--- src/hysteresis_fan_pump_controller_unit_macros.svh ---
// ---------------------------------------------------------------------------
// Assertion macros for the fan and pump controller
// Clocked on clk, switched off while rst_n is low.
// ---------------------------------------------------------------------------
`ifndef HYSTERESIS_FAN_PUMP_CONTROLLER_UNIT_MACROS_SVH
`define HYSTERESIS_FAN_PUMP_CONTROLLER_UNIT_MACROS_SVH

// same-cycle implication
`define HFPC_ASSERT_IMP(lbl, ante, cons, msg) \
    lbl: assert property (@(posedge clk) disable iff (!rst_n) (ante) |-> (cons)) \
        else $error(msg);

// next-cycle implication
`define HFPC_ASSERT_NXT(lbl, ante, cons, msg) \
    lbl: assert property (@(posedge clk) disable iff (!rst_n) (ante) |=> (cons)) \
        else $error(msg);

`endif

--- src/hfpc_pkg.sv ---
// ---------------------------------------------------------------------------
// hfpc_pkg
// Types, constants and helpers for the fan and pump controller.
// ---------------------------------------------------------------------------
`timescale 1ns / 1ps

package hfpc_pkg;

    localparam int IN_W   = 96;
    localparam int OUT_W  = 24;
    localparam int CIDX_W = 3;
    localparam int CDAT_W = 32;

    // shared divider
    localparam int DVD_W = 19;
    localparam int DVS_W = 12;
    localparam int CNT_W = 5;

    // temperature, 0.1 C, at which the fan reaches full duty
    localparam logic signed [11:0] FAN_FULL_TEMP = 12'sd600;
    localparam logic [6:0]         DUTY_MAX      = 7'd100;

    typedef enum logic [CIDX_W-1:0] {
        REG_SENSOR_PERIOD  = 3'd0,
        REG_CONTROL_PERIOD = 3'd1,
        REG_SETTING_TMO    = 3'd2,
        REG_TEMP_SET       = 3'd3,
        REG_TEMP_RST       = 3'd4,
        REG_HUM_SET        = 3'd5,
        REG_HUM_RST        = 3'd6
    } cfg_reg_t;

    typedef enum logic [2:0] {
        ST_IDLE,
        ST_EVAL,
        ST_FAN_DIV,
        ST_FAN_WB,
        ST_PUMP_DIV,
        ST_PUMP_WB,
        ST_DONE
    } state_t;

    typedef struct packed {
        logic eval_en;
        logic div_step;
        logic fan_wb;
        logic pump_wb;
        logic out_load;
    } ctl_t;

    // x * 100 by shift and add
    function automatic logic [DVD_W-1:0] mul100(input logic [11:0] x);
        logic [DVD_W-1:0] xe;
        xe = {{(DVD_W-12){1'b0}}, x};
        return (xe << 6) + (xe << 5) + (xe << 2);
    endfunction

endpackage

--- src/hysteresis_fan_pump_controller_unit.sv ---
// ---------------------------------------------------------------------------
// hysteresis_fan_pump_controller_unit
// Poll-driven fan and pump hysteresis controller with proportional duty.
// ---------------------------------------------------------------------------
// Input beats on s_axis carry one poll; each poll gives exactly one output
// beat on m_axis with mode, enables, duties and event pulses.
// Settings are written through cfg_we / cfg_index / cfg_data, one register
// per cycle; the user must write them only while no poll is in flight, as
// the block itself does not enforce it. A poll that needs no duty quotient
// goes from acceptance through the evaluate state to the done state; a fan
// or pump duty quotient each adds 19 steps of the shared restoring divider
// and a write-back state. The divider is shared; fan and pump quotients go
// through it one after the other. One poll is in flight at a time:
// s_axis_tready is high only in idle, so a new poll waits for the last one.
// The result sits in an output register; a stalled receiver holds it while
// the next poll is accepted and worked on, and that poll waits in its final
// state until the register is free.
// Reset clears the mode, timestamps, enables and duties, loads the settings
// with their defaults and leaves the block idle.
// ---------------------------------------------------------------------------
`timescale 1ns / 1ps
`include "hysteresis_fan_pump_controller_unit_macros.svh"

module hysteresis_fan_pump_controller_unit (
    input  logic                        clk,
    input  logic                        rst_n,
    input  logic                        cfg_we,
    input  logic [hfpc_pkg::CIDX_W-1:0] cfg_index,
    input  logic [hfpc_pkg::CDAT_W-1:0] cfg_data,
    input  logic                        s_axis_tvalid,
    output logic                        s_axis_tready,
    // now_ms[31:0], temperature[43:32], temp_present[44], soil_humidity[54:45],
    // hum_present[55], last_ui_action_ms[87:56], enter_setting[88], zero pad
    input  logic [hfpc_pkg::IN_W-1:0]   s_axis_tdata,
    output logic                        m_axis_tvalid,
    input  logic                        m_axis_tready,
    // mode[0], fan_on[1], fan_duty[8:2], pump_on[9], pump_duty[16:10],
    // sensor_update[17], force_all_on[18], menu_to_main[19], zero pad
    output logic [hfpc_pkg::OUT_W-1:0]  m_axis_tdata
);

    import hfpc_pkg::*;

    // settings
    logic [15:0]        sensor_period_reg;
    logic [15:0]        control_period_reg;
    logic [31:0]        setting_tmo_reg;
    logic signed [11:0] temp_set_reg;
    logic signed [10:0] temp_rst_reg;
    logic [9:0]         hum_set_reg;
    logic [9:0]         hum_rst_reg;

    // controller state
    state_t      state_reg, state_next;
    ctl_t        ctl;
    logic        mode_reg;
    logic [31:0] last_sensor_reg;
    logic [31:0] last_control_reg;
    logic        fan_on_reg;
    logic [6:0]  fan_duty_reg;
    logic        pump_on_reg;
    logic [6:0]  pump_duty_reg;
    logic        sensor_pulse_reg;
    logic        forced_reg;
    logic        to_main_reg;
    logic        pump_pend_reg;

    // captured poll
    logic [31:0]        now_reg;
    logic signed [11:0] temp_reg;
    logic               temp_present_reg;
    logic [9:0]         hum_reg;
    logic               hum_present_reg;
    logic [31:0]        ui_reg;
    logic               enter_reg;

    // divider
    logic [DVD_W-1:0] dvd_q_reg;
    logic [DVS_W-1:0] rem_reg;
    logic [DVS_W-1:0] dvs_reg;
    logic [CNT_W-1:0] cnt_reg;
    logic [DVS_W+1:0] trial;
    logic             fits;
    logic             div_last;
    logic             div_load;
    logic [DVD_W-1:0] div_dvd;
    logic [DVS_W-1:0] div_dvs;

    // output register
    logic             out_valid_reg;
    logic [OUT_W-1:0] out_data_reg;

    // evaluation terms
    logic               mode_eff;
    logic               sensor_due;
    logic               control_due;
    logic               tmo_hit;
    logic signed [11:0] temp_rst_ext;
    logic               fan_off;
    logic               fan_prop;
    logic signed [12:0] fan_span;
    logic               span_pos;
    logic signed [12:0] fan_diff;
    logic               pump_off;
    logic               pump_prop;
    logic [9:0]         pump_diff;
    logic [DVD_W-1:0]   fan_num;
    logic [DVD_W-1:0]   pump_num;
    logic               fan_div_go;
    logic               pump_div_go;
    logic               out_free;

    assign s_axis_tready = (state_reg == ST_IDLE);
    assign m_axis_tvalid = out_valid_reg;
    assign m_axis_tdata  = out_data_reg;
    assign out_free      = !out_valid_reg || m_axis_tready;

    // ---- evaluation ----
    assign mode_eff     = mode_reg | enter_reg;
    assign sensor_due   = (now_reg - last_sensor_reg) >= {16'd0, sensor_period_reg};
    assign control_due  = (now_reg - last_control_reg) >= {16'd0, control_period_reg};
    assign tmo_hit      = (now_reg - ui_reg) >= setting_tmo_reg;

    assign temp_rst_ext = {temp_rst_reg[10], temp_rst_reg};
    assign fan_off      = temp_present_reg && (temp_reg < temp_rst_ext);
    assign fan_prop     = temp_present_reg && !(temp_reg < temp_rst_ext)
                          && (temp_reg > temp_set_reg);
    assign fan_span     = {FAN_FULL_TEMP[11], FAN_FULL_TEMP}
                          - {{2{temp_rst_reg[10]}}, temp_rst_reg};
    assign span_pos     = !fan_span[12] && (fan_span != 13'sd0);
    assign fan_diff     = {temp_reg[11], temp_reg} - {{2{temp_rst_reg[10]}}, temp_rst_reg};
    assign fan_num      = mul100(fan_diff[11:0]);

    assign pump_off     = hum_present_reg && (hum_reg > hum_rst_reg);
    assign pump_prop    = hum_present_reg && !(hum_reg > hum_rst_reg)
                          && (hum_reg < hum_set_reg);
    assign pump_diff    = hum_set_reg - hum_reg;
    assign pump_num     = mul100({2'b00, pump_diff});

    assign fan_div_go   = !mode_eff && control_due && fan_prop && span_pos;
    assign pump_div_go  = !mode_eff && control_due && pump_prop;

    // ---- divider step ----
    assign trial    = {1'b0, rem_reg, dvd_q_reg[DVD_W-1]} - {2'b00, dvs_reg};
    assign fits     = !trial[DVS_W+1];
    assign div_last = (cnt_reg == CNT_W'(DVD_W - 1));

    always_comb
    begin
        div_load = 1'b0;
        div_dvd  = pump_num;
        div_dvs  = {{(DVS_W-10){1'b0}}, hum_set_reg};
        if (ctl.eval_en && fan_div_go)
        begin
            div_load = 1'b1;
            div_dvd  = fan_num;
            div_dvs  = fan_span[DVS_W-1:0];
        end
        else if ((ctl.eval_en && pump_div_go) || (ctl.fan_wb && pump_pend_reg))
        begin
            div_load = 1'b1;
        end
    end

    // ---- sequencer ----
    always_comb
    begin
        state_next = state_reg;
        unique case (state_reg)
            ST_IDLE:
                if (s_axis_tvalid)
                    state_next = ST_EVAL;
            ST_EVAL:
                if (fan_div_go)
                    state_next = ST_FAN_DIV;
                else if (pump_div_go)
                    state_next = ST_PUMP_DIV;
                else
                    state_next = ST_DONE;
            ST_FAN_DIV:
                if (div_last)
                    state_next = ST_FAN_WB;
            ST_FAN_WB:
                state_next = pump_pend_reg ? ST_PUMP_DIV : ST_DONE;
            ST_PUMP_DIV:
                if (div_last)
                    state_next = ST_PUMP_WB;
            ST_PUMP_WB:
                state_next = ST_DONE;
            ST_DONE:
                if (out_free)
                    state_next = ST_IDLE;
            default:
                state_next = ST_IDLE;
        endcase
    end

    always_comb
    begin
        ctl.eval_en  = (state_reg == ST_EVAL);
        ctl.div_step = (state_reg == ST_FAN_DIV) || (state_reg == ST_PUMP_DIV);
        ctl.fan_wb   = (state_reg == ST_FAN_WB);
        ctl.pump_wb  = (state_reg == ST_PUMP_WB);
        ctl.out_load = (state_reg == ST_DONE) && out_free;
    end

    always_ff @(posedge clk or negedge rst_n)
    begin
        if (!rst_n)
            state_reg <= ST_IDLE;
        else
            state_reg <= state_next;
    end

    // ---- settings ----
    always_ff @(posedge clk or negedge rst_n)
    begin
        if (!rst_n)
        begin
            sensor_period_reg  <= 16'd1000;
            control_period_reg <= 16'd1000;
            setting_tmo_reg    <= 32'd30000;
            temp_set_reg       <= 12'sd280;
            temp_rst_reg       <= 11'sd250;
            hum_set_reg        <= 10'd400;
            hum_rst_reg        <= 10'd600;
        end
        else if (cfg_we)
        begin
            unique case (cfg_reg_t'(cfg_index))
                REG_SENSOR_PERIOD:  sensor_period_reg  <= cfg_data[15:0];
                REG_CONTROL_PERIOD: control_period_reg <= cfg_data[15:0];
                REG_SETTING_TMO:    setting_tmo_reg    <= cfg_data[31:0];
                REG_TEMP_SET:       temp_set_reg       <= cfg_data[11:0];
                REG_TEMP_RST:       temp_rst_reg       <= cfg_data[10:0];
                REG_HUM_SET:        hum_set_reg        <= cfg_data[9:0];
                REG_HUM_RST:        hum_rst_reg        <= cfg_data[9:0];
                default:            ;
            endcase
        end
    end

    // ---- poll capture ----
    always_ff @(posedge clk)
    begin
        if (s_axis_tvalid && s_axis_tready)
        begin
            now_reg          <= s_axis_tdata[31:0];
            temp_reg         <= s_axis_tdata[43:32];
            temp_present_reg <= s_axis_tdata[44];
            hum_reg          <= s_axis_tdata[54:45];
            hum_present_reg  <= s_axis_tdata[55];
            ui_reg           <= s_axis_tdata[87:56];
            enter_reg        <= s_axis_tdata[88];
        end
    end

    // ---- controller state ----
    always_ff @(posedge clk or negedge rst_n)
    begin
        if (!rst_n)
        begin
            mode_reg         <= 1'b0;
            last_sensor_reg  <= 32'd0;
            last_control_reg <= 32'd0;
            fan_on_reg       <= 1'b0;
            fan_duty_reg     <= 7'd0;
            pump_on_reg      <= 1'b0;
            pump_duty_reg    <= 7'd0;
            sensor_pulse_reg <= 1'b0;
            forced_reg       <= 1'b0;
            to_main_reg      <= 1'b0;
            pump_pend_reg    <= 1'b0;
        end
        else if (ctl.eval_en)
        begin
            sensor_pulse_reg <= 1'b0;
            forced_reg       <= mode_eff;
            to_main_reg      <= mode_eff && tmo_hit;
            pump_pend_reg    <= pump_div_go;
            mode_reg         <= mode_eff && !tmo_hit;
            if (mode_eff)
            begin
                fan_on_reg  <= 1'b1;
                pump_on_reg <= 1'b1;
            end
            else
            begin
                if (sensor_due)
                begin
                    last_sensor_reg  <= now_reg;
                    sensor_pulse_reg <= 1'b1;
                end
                if (control_due)
                begin
                    last_control_reg <= now_reg;
                    if (fan_off)
                    begin
                        fan_on_reg   <= 1'b0;
                        fan_duty_reg <= 7'd0;
                    end
                    else if (fan_prop && !span_pos)
                    begin
                        fan_on_reg   <= 1'b1;
                        fan_duty_reg <= DUTY_MAX;
                    end
                    if (pump_off)
                    begin
                        pump_on_reg   <= 1'b0;
                        pump_duty_reg <= 7'd0;
                    end
                end
            end
        end
        else if (ctl.fan_wb)
        begin
            fan_on_reg   <= 1'b1;
            fan_duty_reg <= (dvd_q_reg > DVD_W'(DUTY_MAX)) ? DUTY_MAX : dvd_q_reg[6:0];
        end
        else if (ctl.pump_wb)
        begin
            // quotient never exceeds 100 here
            pump_on_reg   <= 1'b1;
            pump_duty_reg <= dvd_q_reg[6:0];
            pump_pend_reg <= 1'b0;
        end
    end

    // ---- shared restoring divider ----
    always_ff @(posedge clk or negedge rst_n)
    begin
        if (!rst_n)
            cnt_reg <= '0;
        else if (div_load)
            cnt_reg <= '0;
        else if (ctl.div_step)
            cnt_reg <= cnt_reg + CNT_W'(1);
    end

    always_ff @(posedge clk)
    begin
        if (div_load)
        begin
            dvd_q_reg <= div_dvd;
            dvs_reg   <= div_dvs;
            rem_reg   <= '0;
        end
        else if (ctl.div_step)
        begin
            dvd_q_reg <= {dvd_q_reg[DVD_W-2:0], fits};
            rem_reg   <= fits ? trial[DVS_W-1:0] : {rem_reg[DVS_W-2:0], dvd_q_reg[DVD_W-1]};
        end
    end

    // ---- output register ----
    always_ff @(posedge clk or negedge rst_n)
    begin
        if (!rst_n)
            out_valid_reg <= 1'b0;
        else if (ctl.out_load)
            out_valid_reg <= 1'b1;
        else if (m_axis_tready)
            out_valid_reg <= 1'b0;
    end

    always_ff @(posedge clk)
    begin
        if (ctl.out_load)
            out_data_reg <= {4'd0, to_main_reg, forced_reg, sensor_pulse_reg,
                             pump_duty_reg, pump_on_reg, fan_duty_reg, fan_on_reg,
                             mode_reg};
    end

    // ---- checks ----
    `HFPC_ASSERT_NXT(a_accept_eval, s_axis_tvalid && s_axis_tready, state_reg == ST_EVAL, "accepted poll not evaluated")
    `HFPC_ASSERT_IMP(a_cnt_range, ctl.div_step, cnt_reg < CNT_W'(DVD_W), "divider count overran")
    `HFPC_ASSERT_IMP(a_duty_max, 1'b1, fan_duty_reg <= DUTY_MAX && pump_duty_reg <= DUTY_MAX, "duty above 100")
    `HFPC_ASSERT_IMP(a_forced_on, m_axis_tvalid && m_axis_tdata[18], m_axis_tdata[1] && m_axis_tdata[9], "forced beat without enables")
    `HFPC_ASSERT_IMP(a_to_main, m_axis_tvalid && m_axis_tdata[19], !m_axis_tdata[0] && !m_axis_tdata[17], "timeout beat in wrong mode")

endmodule
--- config.mk ---
export PLATFORM = sky130hd
export DESIGN_NAME = hysteresis_fan_pump_controller_unit
export DESIGN_NICKNAME = d
export VERILOG_FILES = /design/src/hfpc_pkg.sv /design/src/hysteresis_fan_pump_controller_unit.sv
export VERILOG_INCLUDE_DIRS = /design/src /design/src/src
export SDC_FILE = /design/constraint.sdc
export NUM_CORES = 1
export LEC_CHECK = 0
export BUFFER_PORTS_ARGS = -buffer_cell sky130_fd_sc_hd__buf_2
export CORE_UTILIZATION = 56
export CTS_CLUSTER_DIAMETER = 120
export CTS_CLUSTER_SIZE = 30
export DETAILED_ROUTE_END_ITERATION = 8
export GPL_TIMING_DRIVEN = 0
export HOLD_SLACK_MARGIN = 0.12
export PLACE_DENSITY_LB_ADDON = 0.25
export SLEW_MARGIN = 0
export SYNTH_ARGS = -nofsm -noshare
export SYNTH_HDL_FRONTEND = slang
export SYNTH_SLANG_ARGS = --single-unit
export TNS_END_PERCENT = 50
--- constraint.sdc ---
create_clock -name clk -period 5.3 [get_ports clk]
set_input_delay 1.06 -clock clk [delete_from_list [all_inputs] [get_ports clk]]
set_output_delay 1.06 -clock clk [all_outputs]
set_load 0.02 [all_outputs]
* Word-level counts from Yosys, hierarchy flattened
Cells that the tools add are included.
** Operators by class
- Reduce and logical (&&, ||, !) cells :: 52
- Equal/unequal tests :: 25
- Muxes and demuxes :: 49
- Bitwise operators :: 2
- Magnitude comparators :: 8
- Add/sub/neg operators :: 12
** Operators with widths (count)
- $sub 32x32->32 :: 3
- $mux 7 :: 13
- $ge 32x16->1 :: 2
- $mux 19 :: 3
- $ge 32x32->1 :: 1
- $mux 1 :: 21
- $pmux 3 s7 :: 1
- $add 18x17->19 :: 1
- $add 19x14->19 :: 1
- $gt 19x7->1 const B :: 1
- $logic_and 1x1->1 :: 19
- $add 17x12->18 :: 1
- $eq 3x3->1 const B :: 6
- $add 16x15->17 :: 1
- $reduce_and 2->1 :: 8
- $mux 3 :: 5
- $sub 13x12->14 :: 1
- $reduce_bool 13->1 :: 1
- $eq 3x2->1 const B :: 4
- $gt 12x12->1 :: 1
- $lt 12x11->1 :: 1
- $mux 12 :: 1
- $reduce_and 4->1 :: 3
- $sub 11x11->12 const A :: 1
- 22 further kinds :: 48
** Word-level totals
- Output and inout port bits :: 26
- Register bits after elaboration :: 353

* Longest topological paths before layout
Gate-level depths: netlist of run 1.
- Depth in word-level cells :: 10
- Gate-level depth with buffers :: 24
- Depth with buffers taken out :: 24

* Worst setup path after synthesis of run 1
OpenSTA, ideal clock, no wires.
- Path type :: register to register
- From :: reg now_reg[1]
- To :: reg to_main_reg
- Buffers on the path :: 0
- Arrival time :: 4917 ps
- Library setup time :: 120 ps
- Cell stages (with the launch flop) :: 23
- Clock period less this slack :: 5038 ps
- Path slack :: 262 ps
- Path through :: edfxtp_1 -> ha_1 -> nor2b_1 -> o31a_1 -> o41a_1 -> a21o_1 -> a221oi_1 -> o41ai_1 -> o31ai_1 -> o21ai_0 -> o41ai_1 -> xnor2_1 -> ha_1 -> a21o_1 -> a21o_1 -> a21o_1 -> a21o_1 -> a21o_1 -> a21o_1 -> a2111oi_0 -> o31a_1 -> o21ai_0 -> o211a_1
** On the way
- Cells in the longest elaborated chain, start to end :: 3
** RTL lines
- start, declared :: line hysteresis_fan_pump_controller_unit.sv:69 : logic [31:0] now_reg;
- start signal, assigned :: line hysteresis_fan_pump_controller_unit.sv:248 : now_reg <= s_axis_tdata[31:0];
- $sub 32x32->32 :: line hysteresis_fan_pump_controller_unit.sv:122 : assign tmo_hit = (now_reg - ui_reg) >= setting_tmo_reg;
- $ge 32x32->1 :: line hysteresis_fan_pump_controller_unit.sv:122
- $logic_and 1x1->1 :: line hysteresis_fan_pump_controller_unit.sv:279 : to_main_reg <= mode_eff && tmo_hit;
- end signal, assigned :: line hysteresis_fan_pump_controller_unit.sv:279
- end, declared :: line hysteresis_fan_pump_controller_unit.sv:65 : logic to_main_reg;
No other way between the ends.
A chain may end at the register's enable or synchronous reset.

* Worst setup path after layout of run 1
- From :: reg now_reg[1]
- To :: reg last_sensor_reg[24]
** On the way
- Cells in the longest elaborated chain, start to end :: 3
** RTL lines
- $sub 32x32->32 :: line hysteresis_fan_pump_controller_unit.sv:120 : assign sensor_due = (now_reg - last_sensor_reg) >= {16'd0, sensor_period_reg};
- $ge 32x16->1 :: line hysteresis_fan_pump_controller_unit.sv:120
- $reduce_and 3->1 (no source line)
- end signal, assigned :: line hysteresis_fan_pump_controller_unit.sv:291 : last_sensor_reg <= now_reg;
- end, declared :: line hysteresis_fan_pump_controller_unit.sv:57 : logic [31:0] last_sensor_reg;
No other way between the ends.

==> out/metrics.csv, run 1 <==
stage,metric,value,unit
synthesis,synthFlopType,dfrtp_1,
synthesis,seq_area_frac_synth,39.19,%
power,power.leakage,12.21,nW
drt,wire_per_inst,18.89,µm
global_routing,grt_max_degree,104,
worst_setup_path,crit_type,flop to flop,
cts,cts_tree,done,
synthesis,yosysWarnings,0,
cts,cts.sinks,353,
cells_and_area,final_area,27040,µm²
drt,drc,0,
timing,slew_violations,0,
worst_setup_path,worst_r2r_endpoint,last_sensor_reg[24],
timing,timing.final.crit_period,5.316,ns
flow_run,drv_cap,0,
timing,rsz0062_at_grt,yes,
drt,via_per_inst,5.847,
hold_path,min_path_cells,0,
worst_setup_path,rrSetupSlack,-0.02,ns
floorplanning,die_h,210.3,µm
power,p_per_area,666.2,nW/µm²
placed_design,port_buffers,150,
synthesis,synth_common_cells,"320 x inv_1, 247 x ha_1, 191 x o21ai_0",
cts,path_clk_slew,0.13,ns
synthesis,synth_area_leaders,"edfxtp_1 17%, dfrtp_1 17%, ha_1 13%",
drt,totalWireLength,62.40,mm
floorplanning,core,42320,µm²
worst_setup_path,arrival,5.76,ns
global_routing,grt_pass1_vias,19090,
floorplanning,die_x,210.3,µm
floorplanning,initial_core_util,57.39,%
synthesis,syn_area_per_cell,9.677,µm²
synthesis,async_flop_share,56.94,%
drt,firstDrtPassIters,6,
worst_setup_path,critical_path_required,5.75,ns
timing,fin_crit_sh,100.3,%
hold_path,holdPathEnd,m_axis_tdata[9],
cts,cts_max_level,1,
cells_and_area,layout.nets,3123,
floorplanning,io-pin-count,162,
worst_setup_path,worstPathMaxFanout,5,
synthesis,yosys.area.top_type_share,17.31,%
timing,finalSetupViolCount,4,
timing,setup_ws,-0.01636,ns
drt,first_iter_violations,1326,
synthesis,synth_cell_types,92,
cts,cts-root-buf,clkbuf_16,
hold_path,hold_path_class,flop to flop,
synthesis,yosysTopAreaCell,edfxtp_1,
floorplanning,rows,75,
status,violations,setup timing,
global_routing,antenna_found_initial,1,
global_routing,grt_pass1_wl,98.61,mm
drt,num_vias,19310,
timing,fmax,188.1,MHz
timing,tightest_slew,1.100,ns
cells_and_area,syn_to_final_growth,11.33,%
synthesis,synth-seq-cells,353,
timing,clock_skew,0.02224,ns
floorplanning,die_area,44210,µm²
timing,hold_violations,0,
cells_and_area,drive_above_1_share,16.43,%
drt,antenna_left,0,
placed_design,dp_hpwl,48.35,mm
placed_design,routabilityCongestion,0.9087,
cells_and_area,n_antenna_cell,0,
synthesis,synth_edf_count,140,
timing,slew_headroom,25.91,%
cts,numCtsBuffers,15,
power,vdd_drop_max,0.4647,mV
placed_design,placed_cell_area,25880,µm²
cts,clkLatencyLatePin,0.55,ns
worst_setup_path,critPathLaunch,now_reg[1],
synthesis,netlist_instances,2510,
worst_setup_path,ff2ff_path_depth,21,
hold_path,hp-start,pump_on_reg,
worst_setup_path,worstReg2RegStart,now_reg[1],
synthesis,synth_most_common_cell,inv_1,
status,outcome,finished with violations,
power,total_power,0.01801,W
global_routing,gr-total-overflow,0,
worst_setup_path,worstSetupEndpointType,flop,
cts,cts_buffer_depth,3,
worst_setup_path,crit_path_start_kind,flop,
synthesis,synth.cell_area,24290,µm²
cts,cts_hold_buf,0,
global_routing,track_usage,28.12,%
[per-layer routing]
metal / track usage [%] / wire length [µm] / vias to the layer above
met2: 48.20 / 30240 / 497
met1: 36.87 / 26740 / 9373
met3: 2.533 / 2849 / 111
li1: - / - / 9330
met5: 0 / 0 / -
met4: 11.00 / 2569 / 0
[worst max-delay path, stage by stage, from the launching register on]
cell       delay, ns
edfxtp_1        0.44
buf_4           0.18
buf_4           0.15
ha_1            0.26
nor2b_1         0.15
o31a_1          0.39
a2111oi_4       0.39
buf_6           0.18
o31ai_4         0.10
xnor2_1         0.16
ha_1            0.31
o21a_1          0.11
o21a_1          0.16
o21a_2          0.24
a2111o_1        0.44
a221oi_2        0.18
nand4_1         0.14
and4bb_1        0.35
a31oi_4         0.21
buf_12          0.21
clkbuf_8        0.17
mux2_4          0.30
[power breakdown]
| part | switching [W] | internal (W) | total [W] |
|---|---|---|---|
| logic | 0.00696 | 0.00523 | 0.0122 |
| registers | 0.000557 | 0.00383 | 0.00439 |
| clock network | 0.000881 | 0.000547 | 0.00143 |
[through the flow]
stage	util [%]	setup TNS (ns)	hold slack (ns)	worst slack, ns	instances
floorplan	-	0	0.4249	0.2621	2514
global placement	60.90	-75.49	0.4327	-1.958	3241
detailed placement	61.14	-27.03	0.4312	-1.991	3245
CTS	62.82	-3.502	0.4593	-0.2017	3284
global route	63.89	-3.955	0.4760	-0.1418	3303
finish	63.89	-0.05575	0.4661	-0.01636	3303
[cell usage in the layout, fill, tap and decap left out, types with 26 or more instances in the layout]
cell / instances
nand2_1: 180
inv_1: 319
clkbuf_1: 66
buf_2: 152
nor3_1: 42
dfstp_2: 35
a21oi_1: 115
mux2_4: 28
mux2_2: 72
edfxtp_1: 140
nand3_1: 43
nor2b_1: 39
dfrtp_1: 166
o21ai_0: 181
a21o_1: 89
nand2b_1: 30
nand4_1: 26
ha_1: 244
xnor2_1: 75
nor2_1: 125
xor2_1: 35
buf_4: 32
o21a_1: 27
[cell families (layout without fill, tap and decap cells)]
logic type / count (synthesis) / in the layout / share of synthesized area [%]
buf+inv: 399 / 611 / 6.419
other cells: 1 / 5 / 0.01544
simple gates: 596 / 596 / 12.03
fa+ha+maj: 269 / 269 / 14.54
flops: 353 / 353 / 39.19
xor+xnor: 112 / 112 / 4.039
mux: 123 / 123 / 6.017
compound gates: 657 / 657 / 17.75
[final cells by class]
class / instances / area, µm²
Fill cell: 3526 / 15280
Multi-Input combinational cell: 1762 / 13660
Sequential cell: 353 / 9518
Inverter: 322 / 1209
Timing Repair Buffer: 187 / 1132
Tap cell: 577 / 721.9
Clock buffer: 24 / 409.1
Buffer: 77 / 385.4
Clock inverter: 1 / 8.758
[repair_timing]
item                       4_1_cts  5_1_grt
setup endpoints to repair       95      144
hold endpoints to repair         0        0
setup buffers                   14       19
gates resized for setup         39       66
pin swaps                       23       38
gates cloned                     0        0
[how the worst max path moves through the flow]
| stage | endpoint | slack, ns | cells after the start |
|---|---|---|---|
| after floorplan | to_main_reg | 0.26 | 22 |
| after global placement | to_main_reg | -1.96 | 19 |
| after detailed placement | to_main_reg | -1.99 | 19 |
| after CTS | to_main_reg | -0.20 | 22 |
| after global routing | to_main_reg | -0.14 | 23 |
| final | last_sensor_reg[24] | -0.02 | 21 |
Power figures use the tool's default switching activity.
==> inputs of run 2 (changes only) <==
--- a/config.mk
+++ b/config.mk
@@ -6,8 +6,9 @@
 export SDC_FILE = /design/constraint.sdc
 export NUM_CORES = 1
 export LEC_CHECK = 0
+export ABC_AREA = 1
 export BUFFER_PORTS_ARGS = -buffer_cell sky130_fd_sc_hd__buf_2
-export CORE_UTILIZATION = 56
+export CORE_UTILIZATION = 45
 export CTS_CLUSTER_DIAMETER = 120
 export CTS_CLUSTER_SIZE = 30
 export DETAILED_ROUTE_END_ITERATION = 8
==> out/metrics.csv, run 2 <==
stage,metric,value,unit,change
status,outcome,finished clean,,
cells_and_area,layout_commonest_cell,nand2_1,,
global_routing,gr-total-overflow,0,,unchanged
placed_design,routabilityCongestion,0.9408,,+3.5%
global_routing,grtUsageMet3,1.715,%,-0.82 points
synthesis,synth_cell_types,53,,-42%
placed_design,port_buffers,150,,unchanged
timing,fmax,207.4,MHz,+10%
global_routing,met2_usage,35.57,%,-13 points
synthesis,async_flop_share,56.94,%,unchanged
synthesis,synth.cell_area,24440,µm²,+0.61%
worst_setup_path,cp_top_family,simple AND/OR/NAND/NOR gates,,
timing,tightest_slew,0.7956,ns,-0.3041 ns
floorplanning,io-pin-count,162,,unchanged
global_routing,grt_max_degree,120,,+15%
power,power.leakage,13.67,nW,+12%
cells_and_area,seqCellArea,9518,µm²,unchanged
synthesis,synth_common_cells,"862 x nand2_1, 555 x inv_1, 247 x ha_1",,
timing,hold_violations,0,,unchanged
timing,setup_ws,0.4788,ns,+0.4952 ns
cells_and_area,num-fill-cells,5346,,+52%
floorplanning,die_x,235.0,µm,+12%
power,p_per_area,622.7,nW/µm²,-6.5%
worst_setup_path,critical_path.cell_chain,inv_1 -> fa_1 -> inv_1 -> nand2_1 -> nand3_1 -> xor2_1 -> ha_1 -> nand2_1 -> nor2_1 -> nor3_1 -> nand2_1 -> nand2_1 -> nand2_1 -> nand2_1 -> nand2_1 -> nor2_1 -> nand2_1 -> nor2_4 -> nand2_4 -> nand3_4 -> inv_2 -> nor2_8 -> buf_6 -> nand2_1,,
placed_design,dpl_worst_slack,0.3432,ns,+2.335 ns
worst_setup_path,ff2ff_path_depth,24,,+14%
cts,clkLatencyLatePin,0.56,ns,about the same
hold_path,hold_path_class,flop to flop,,
timing,fin_crit_sh,90.97,%,-9.3 points
cells_and_area,instances_no_fill,4035,,+22%
hold_path,min_path_cells,0,,unchanged
timing,whs,0.4626,ns,-0.003539 ns
worst_setup_path,crit_path_start_kind,flop,,
cells_and_area,final_cell_mix,"862 x nand2_1, 555 x inv_1, 247 x ha_1, 228 x o21ai_0, 211 x a21oi_1",,
drt,wire_per_inst,15.32,µm,-19%
cells_and_area,n_antenna_cell,0,,unchanged
cells_and_area,utilization,49.80,%,-14 points
cts,cts_max_level,1,,unchanged
placed_design,dp_hpwl,49.26,mm,+1.9%
drt,firstDrtPassIters,5,,-1
worst_setup_path,cp_slowest_stage_delay,0.72,ns,+0.28 ns
drt,via_per_inst,5.028,,-14%
timing,rsz0062_at_grt,no,,
synthesis,yosysTopAreaCell,edfxtp_1,,
worst_setup_path,crit_type,flop to flop,,
flow_run,drv_cap,0,,unchanged
worst_setup_path,worstPathMaxFanout,19,,+14
synthesis,yosys.area.top_type_share,17.20,%,-0.11 points
cells_and_area,multiInputGateArea,12610,µm²,-7.7%
global_routing,grt_pass1_vias,19130,,+0.21%
worst_setup_path,path_common_cell,nand2_1,,
synthesis,netlist_instances,3151,,+26%
cts,cts_tree,done,,
drt,num_vias,20290,,+5.1%
synthesis,yosysWarnings,0,,unchanged
cells_and_area,syn_to_final_growth,9.452,%,
cts,path_clk_slew,0.11,ns,-0.02 ns
floorplanning,die_h,235.0,µm,+12%
drt,totalWireLength,61.83,mm,-0.92%
timing,clock_skew,0.03757,ns,+0.01533 ns
worst_setup_path,worst_r2r_endpoint,dvd_q_reg[15],,
worst_setup_path,path_buf_inv,4,,-1
cells_and_area,drive_above_1_share,7.996,%,-8.4 points
floorplanning,rows,85,,+13%
cts,cts_hold_buf,0,,unchanged
global_routing,track_usage,22.48,%,-5.6 points
cts,cts-root-buf,clkbuf_16,,
synthesis,seq_area_frac_synth,38.95,%,-0.24 points
power,vdd_drop_max,0.4773,mV,+2.7%
global_routing,busiest_layer,met2,,
worst_setup_path,worstReg2RegStart,now_reg[1],,
synthesis,synth-seq-cells,353,,unchanged
cells_and_area,layout.nets,3734,,+20%
cts,cts.sinks,353,,unchanged
worst_setup_path,crit_slowest_cell,edfxtp_1,,
worst_setup_path,arrival,4.94,ns,-0.82 ns
drt,antenna_left,0,,unchanged
worst_setup_path,worstSetupEndpointType,flop,,
worst_setup_path,rrSetupSlack,0.48,ns,+0.50 ns
cts,numCtsBuffers,17,,+2
timing,slew_headroom,46.83,%,+21 points
worst_setup_path,critical_path_required,5.42,ns,-0.33 ns
drt,first_iter_violations,1422,,+7.2%
global_routing,antenna_found_initial,0,,-1
synthesis,synth_edf_count,140,,unchanged
floorplanning,initial_core_util,45.50,%,-12 points
hold_path,hp-start,pump_duty_reg[5],,
global_routing,grt_util_met1,33.25,%,-3.6 points
timing,finalSetupViolCount,0,,-4
synthesis,synth_area_leaders,"edfxtp_1 17%, dfrtp_1 17%, nand2_1 13%",,
hold_path,holdPathEnd,m_axis_tdata[15],,
timing,timing.final.crit_period,4.821,ns,-0.4952 ns
floorplanning,core,53710,µm²,+27%
synthesis,synthFlopType,dfrtp_1,,
synthesis,synth_most_common_cell,nand2_1,,
global_routing,grt_pass1_wl,99.62,mm,+1.0%
synthesis,syn_area_per_cell,7.755,µm²,-20%
floorplanning,die_area,55240,µm²,+25%
timing,slew_violations,0,,unchanged
drt,drc,0,,unchanged
placed_design,placed_cells,4006,,+23%
cts,cts_buffer_depth,3,,unchanged
timing,fin_setup_tns,0,ns,+0.05575 ns
## run 2: cells by family (layout without fill, tap and decap cells)
family | Yosys count | in the layout | share of synthesized area [%]
AND/OR/NAND/NOR | 1281 | 1281 | 21.54
XOR/XNOR | 109 | 109 | 3.907
other | 1 | 5 | 0.01535
AO/OA/AOI/OAI | 525 | 525 | 11.55
flip-flops | 353 | 353 | 38.95
adder cells (fa/ha/maj) | 269 | 269 | 14.45
buffers and inverters | 613 | 797 | 9.600
## run 2: worst max-delay path by stage
stage	from	slack (ns)	depth (start not counted)	end
CTS	now_reg[0]	0.31	22	to_main_reg
floorplan	temp_rst_reg[2]	1.03	20	dvd_q_reg[16]
finish	now_reg[1]	0.48	24	dvd_q_reg[15]
global placement	rst_n	-0.44	1	setting_tmo_reg[28]
detailed placement	now_reg[0]	0.34	22	to_main_reg
global route	now_reg[1]	0.05	24	dvd_q_reg[17]
## run 2: report_power, final
part / switching [W] / internal [W] / total [W] / leakage (nW)
Combinational: 0.00668 / 0.00409 / 0.0108 / 9.58
Clock: 0.000967 / 0.000665 / 0.00163 / 0.260
Sequential: 0.000520 / 0.00374 / 0.00426 / 3.83
Total: 0.00816 / 0.00849 / 0.0167 / 13.7
## run 2: layout make-up
cell class                      instances  area share (%)
Buffer                                 56          0.9543
Clock buffer                           24           1.768
Clock inverter                          5          0.2854
Inverter                              557           7.817
Multi-Input combinational cell       2189           47.13
Sequential cell                       353           35.58
Tap cell                              696           3.256
Timing Repair Buffer                  155           3.200
## run 2: timing repair
item | 4_1_cts | 5_1_grt
resized for setup | 0 | 3
endpoints found under the setup margin | 0 | 4
buffers inserted | 0 | 0
## run 2: layer usage
layer / part of all wire [%] / vias up
met3: 4.1 / 62
met5: 0 / -
met4: 2.2 / 0
met1: 50 / 9311
met2: 44 / 429
li1: - / 10490
## run 2: metrics by stage
stage               total power (W)  instance area, µm²
detailed placement          0.01494               26190
global placement            0.01480               26080
finish                      0.01665               26750
global route                0.01856               26750
CTS                         0.01665               26740
floorplan                   0.01240               24450
## run 2: worst register-to-register path: cells and delay by family (launching register included)
family                     cells  cell delay [ns]
adders and majority gates      2             0.72
xor gates and xnor gates       1             0.26
and+or+nand+nor               17             2.18
DFF                            1             0.72
buffers and inverters          4             0.52
==> inputs of run 3 (changes only) <==
--- a/config.mk
+++ b/config.mk
@@ -7,11 +7,11 @@
 export NUM_CORES = 1
 export LEC_CHECK = 0
 export ABC_AREA = 1
-export BUFFER_PORTS_ARGS = -buffer_cell sky130_fd_sc_hd__buf_2
 export CORE_UTILIZATION = 45
 export CTS_CLUSTER_DIAMETER = 120
 export CTS_CLUSTER_SIZE = 30
 export DETAILED_ROUTE_END_ITERATION = 8
+export DONT_BUFFER_PORTS = 1
 export GPL_TIMING_DRIVEN = 0
 export HOLD_SLACK_MARGIN = 0.12
 export PLACE_DENSITY_LB_ADDON = 0.25
@@ -19,4 +19,4 @@
 export SYNTH_ARGS = -nofsm -noshare
 export SYNTH_HDL_FRONTEND = slang
 export SYNTH_SLANG_ARGS = --single-unit
-export TNS_END_PERCENT = 50
+export TNS_END_PERCENT = 10
==> out/metrics.csv, run 3 (synthesis results as in run 2) <==
stage,metric,value,unit,change
drt,totalWireLength,61.20,mm,-1.0%
global_routing,grt_pass1_wl,98.26,mm,-1.4%
timing,hold_violations,0,,unchanged
global_routing,gr-total-overflow,0,,unchanged
power,p_int,0.008442,W,-0.56%
timing,setup_ws,0.4588,ns,-0.02001 ns
timing,rsz0062_at_grt,no,,
cts,cts_tree,done,,
placed_design,placed_cell_area,25400,µm²,-3.0%
drt,maxUsedRoutingLayer,met5,,
floorplanning,core,53710,µm²,unchanged
worst_setup_path,worstPathMaxFanout,4,,-15
worst_setup_path,path_common_cell,o21ai_0,,
flow_run,drv_cap,0,,unchanged
global_routing,grt_pass1_vias,18720,,-2.2%
cells_and_area,seqCellArea,9518,µm²,unchanged
global_routing,grt_max_degree,202,,+68%
floorplanning,rows,85,,unchanged
timing,tightest_slew,0.8167,ns,+0.02112 ns
power,power_frac_seq,25.8,%,+0.2 points
timing,fin_crit_sh,91.34,%,+0.38 points
floorplanning,die_h,235.0,µm,unchanged
cells_and_area,multiInputGateArea,12600,µm²,about the same
floorplanning,die_area,55240,µm²,unchanged
timing,fin_setup_tns,0,ns,unchanged
cts,postCtsSetupBuffers,0,,unchanged
worst_setup_path,crit_type,flop to flop,,
status,outcome,finished clean,,
timing,fmax,206.6,MHz,-0.41%
drt,wire_per_inst,15.75,µm,+2.8%
floorplanning,initial_core_util,45.50,%,unchanged
worst_setup_path,crit_path_start_kind,flop,,
worst_setup_path,arrival,5.15,ns,+0.21 ns
cts,numCtsBuffers,17,,unchanged
power,p_sw,0.008140,W,-0.29%
cts,clkLatencyLatePin,0.56,ns,about the same
cells_and_area,num-fill-cells,5379,,+0.62%
drt,drc,0,,unchanged
power,switching_share,49.09,%,+0.068 points
drt,num_vias,19810,,-2.4%
floorplanning,io-pin-count,162,,unchanged
timing,finalSetupViolCount,0,,unchanged
drt,firstDrtPassIters,5,,unchanged
drt,via_per_inst,5.100,,+1.4%
power,vdd_drop_max,0.4429,mV,-7.2%
hold_path,hold_path_class,input pin to asynchronous set/reset pin,,
cells_and_area,syn_to_final_growth,6.231,%,
power,p_per_area,638.8,nW/µm²,+2.6%
cells_and_area,final_area,25960,µm²,-2.9%
power,combPwrFrac,64.3,%,-0.3 points
timing,slew_violations,0,,unchanged
drt,antenna_left,0,,unchanged
worst_setup_path,cp_slowest_stage_delay,0.53,ns,-0.19 ns
floorplanning,die_x,235.0,µm,unchanged
placed_design,dp_hpwl,49.02,mm,-0.47%
timing,slew_headroom,44.98,%,-1.9 points
cts,cts-root-buf,clkbuf_16,,
cells_and_area,final_cell_mix,"862 x nand2_1, 555 x inv_1, 247 x ha_1, 229 x o21ai_0, 211 x a21oi_1",,
worst_setup_path,critical_path_required,5.61,ns,+0.19 ns
drt,wl_met2,27.06,mm,+0.32%
worst_setup_path,ff2ff_path_depth,20,,-17%
cells_and_area,layout_commonest_cell,nand2_1,,
placed_design,dpl_worst_slack,0.3085,ns,-0.03470 ns
worst_setup_path,worstSetupEndpointType,flop,,
power,power.leakage,13.07,nW,-4.4%
timing,clock_skew,0.03581,ns,-0.001761 ns
drt,drt-met1-wl,30.02,mm,-3.0%
cts,cts_buffer_depth,3,,unchanged
cts,path_clk_slew,0.13,ns,+0.02 ns
timing,timing.final.crit_period,4.841,ns,+0.02001 ns
worst_setup_path,critical_path.cell_chain,inv_2 -> ha_1 -> a21o_1 -> a31oi_1 -> inv_1 -> a21oi_1 -> nor2_1 -> nor2_1 -> xor2_1 -> fa_1 -> fa_1 -> nor3_1 -> a211oi_1 -> o21ai_0 -> a21boi_0 -> o21ai_0 -> xnor2_1 -> o21ai_0 -> nand2_1 -> nand2_1,,
power,clkPwrFrac,9.9,%,about the same
cts,cts_hold_buf,0,,unchanged
global_routing,antenna_found_initial,2,,+2
cts,cts_max_level,1,,unchanged
cells_and_area,drive_above_1_share,3.607,%,-4.4 points
cts,cts.sinks,353,,unchanged
worst_setup_path,crit_slowest_cell,fa_1,,
drt,met3_length,2.862,mm,+14%
placed_design,port_buffers,0,,-100%
global_routing,track_usage,22.30,%,-0.18 points
cells_and_area,layout.nets,3583,,-4.0%
drt,first_iter_violations,1284,,-9.7%
placed_design,routabilityCongestion,0.9153,,-2.7%
==> run 3: final cells by class <==
| class | count | area share (%) |
|---|---|---|
| sequential | 353 | 36.66 |
| multi-input combinational | 2189 | 48.53 |
| antenna | 1 | 0.009639 |
| clock buffer | 24 | 1.822 |
| buffer | 56 | 0.9832 |
| inverter | 557 | 8.054 |
| tap | 696 | 3.355 |
| clock inverter | 5 | 0.3181 |
| timing repair buffer | 4 | 0.2603 |
==> run 3: repair_timing <==
| action | 4_1_cts | 5_1_grt |
|---|---|---|
| endpoints found under the hold margin | 0 | 0 |
| setup endpoints to repair | 0 | 1 |
| resized for setup | 0 | 1 |
==> run 3: critical path, delay by kind of cell, from the launching register on <==
family,cells,cell delay (ns)
buffers and inverters,2,0.13
adder cells (fa/ha/maj),3,1.36
AND/OR/NAND/NOR,5,0.47
flip-flops,1,0.43
XOR/XNOR,2,0.59
AO/OA/AOI/OAI,8,1.60
==> run 3: through the flow <==
step / power (W) / utilization (%) / hold slack [ns] / cells
finish: 0.01658 / 48.34 / 0.2031 / 3885
global placement: 0.01475 / 47.15 / 0.4384 / 3851
global route: 0.01846 / 48.34 / 0.1759 / 3885
CTS: 0.01661 / 48.32 / 0.1731 / 3884
floorplan: 0.01240 / - / 0.4253 / 3155
detailed placement: 0.01492 / 47.29 / 0.4417 / 3855
==> run 3: power by group through the flow <==
stage / sequential (W) / clock, W / combinational, W
finish: 0.00428 / 0.00163 / 0.0107
global route: 0.00437 / 0.00177 / 0.0123
CTS: 0.00428 / 0.00168 / 0.0107
detailed placement: 0.00433 / 0 / 0.0106
global placement: 0.00435 / 0 / 0.0104
floorplan: 0.00414 / 0 / 0.00827
==> run 3: path summary, 6_finish.rpt <==
| check | start | slack, ns | end |
|---|---|---|---|
| setup / recovery | temp_rst_reg[2] | 0.46 | dvd_q_reg[16] |
| hold / removal | rst_n | 0.20 | pump_on_reg |
| setup reg to reg | temp_rst_reg[2] | 0.46 | dvd_q_reg[16] |
| hold reg to reg | pump_duty_reg[5] | 0.47 | m_axis_tdata[15] |
| max in group asynchronous | rst_n | 4.63 | temp_set_reg[4] |
| min in group clk | pump_duty_reg[5] | 0.47 | m_axis_tdata[15] |
==> run 3: metal layers <==
layer | up-vias | GRT usage, %
li1 | 10200 | -
met1 | 9116 | 32.03
met2 | 435 | 35.97
met3 | 64 | 2.502
met4 | 2 | 5.163
met5 | - | 0
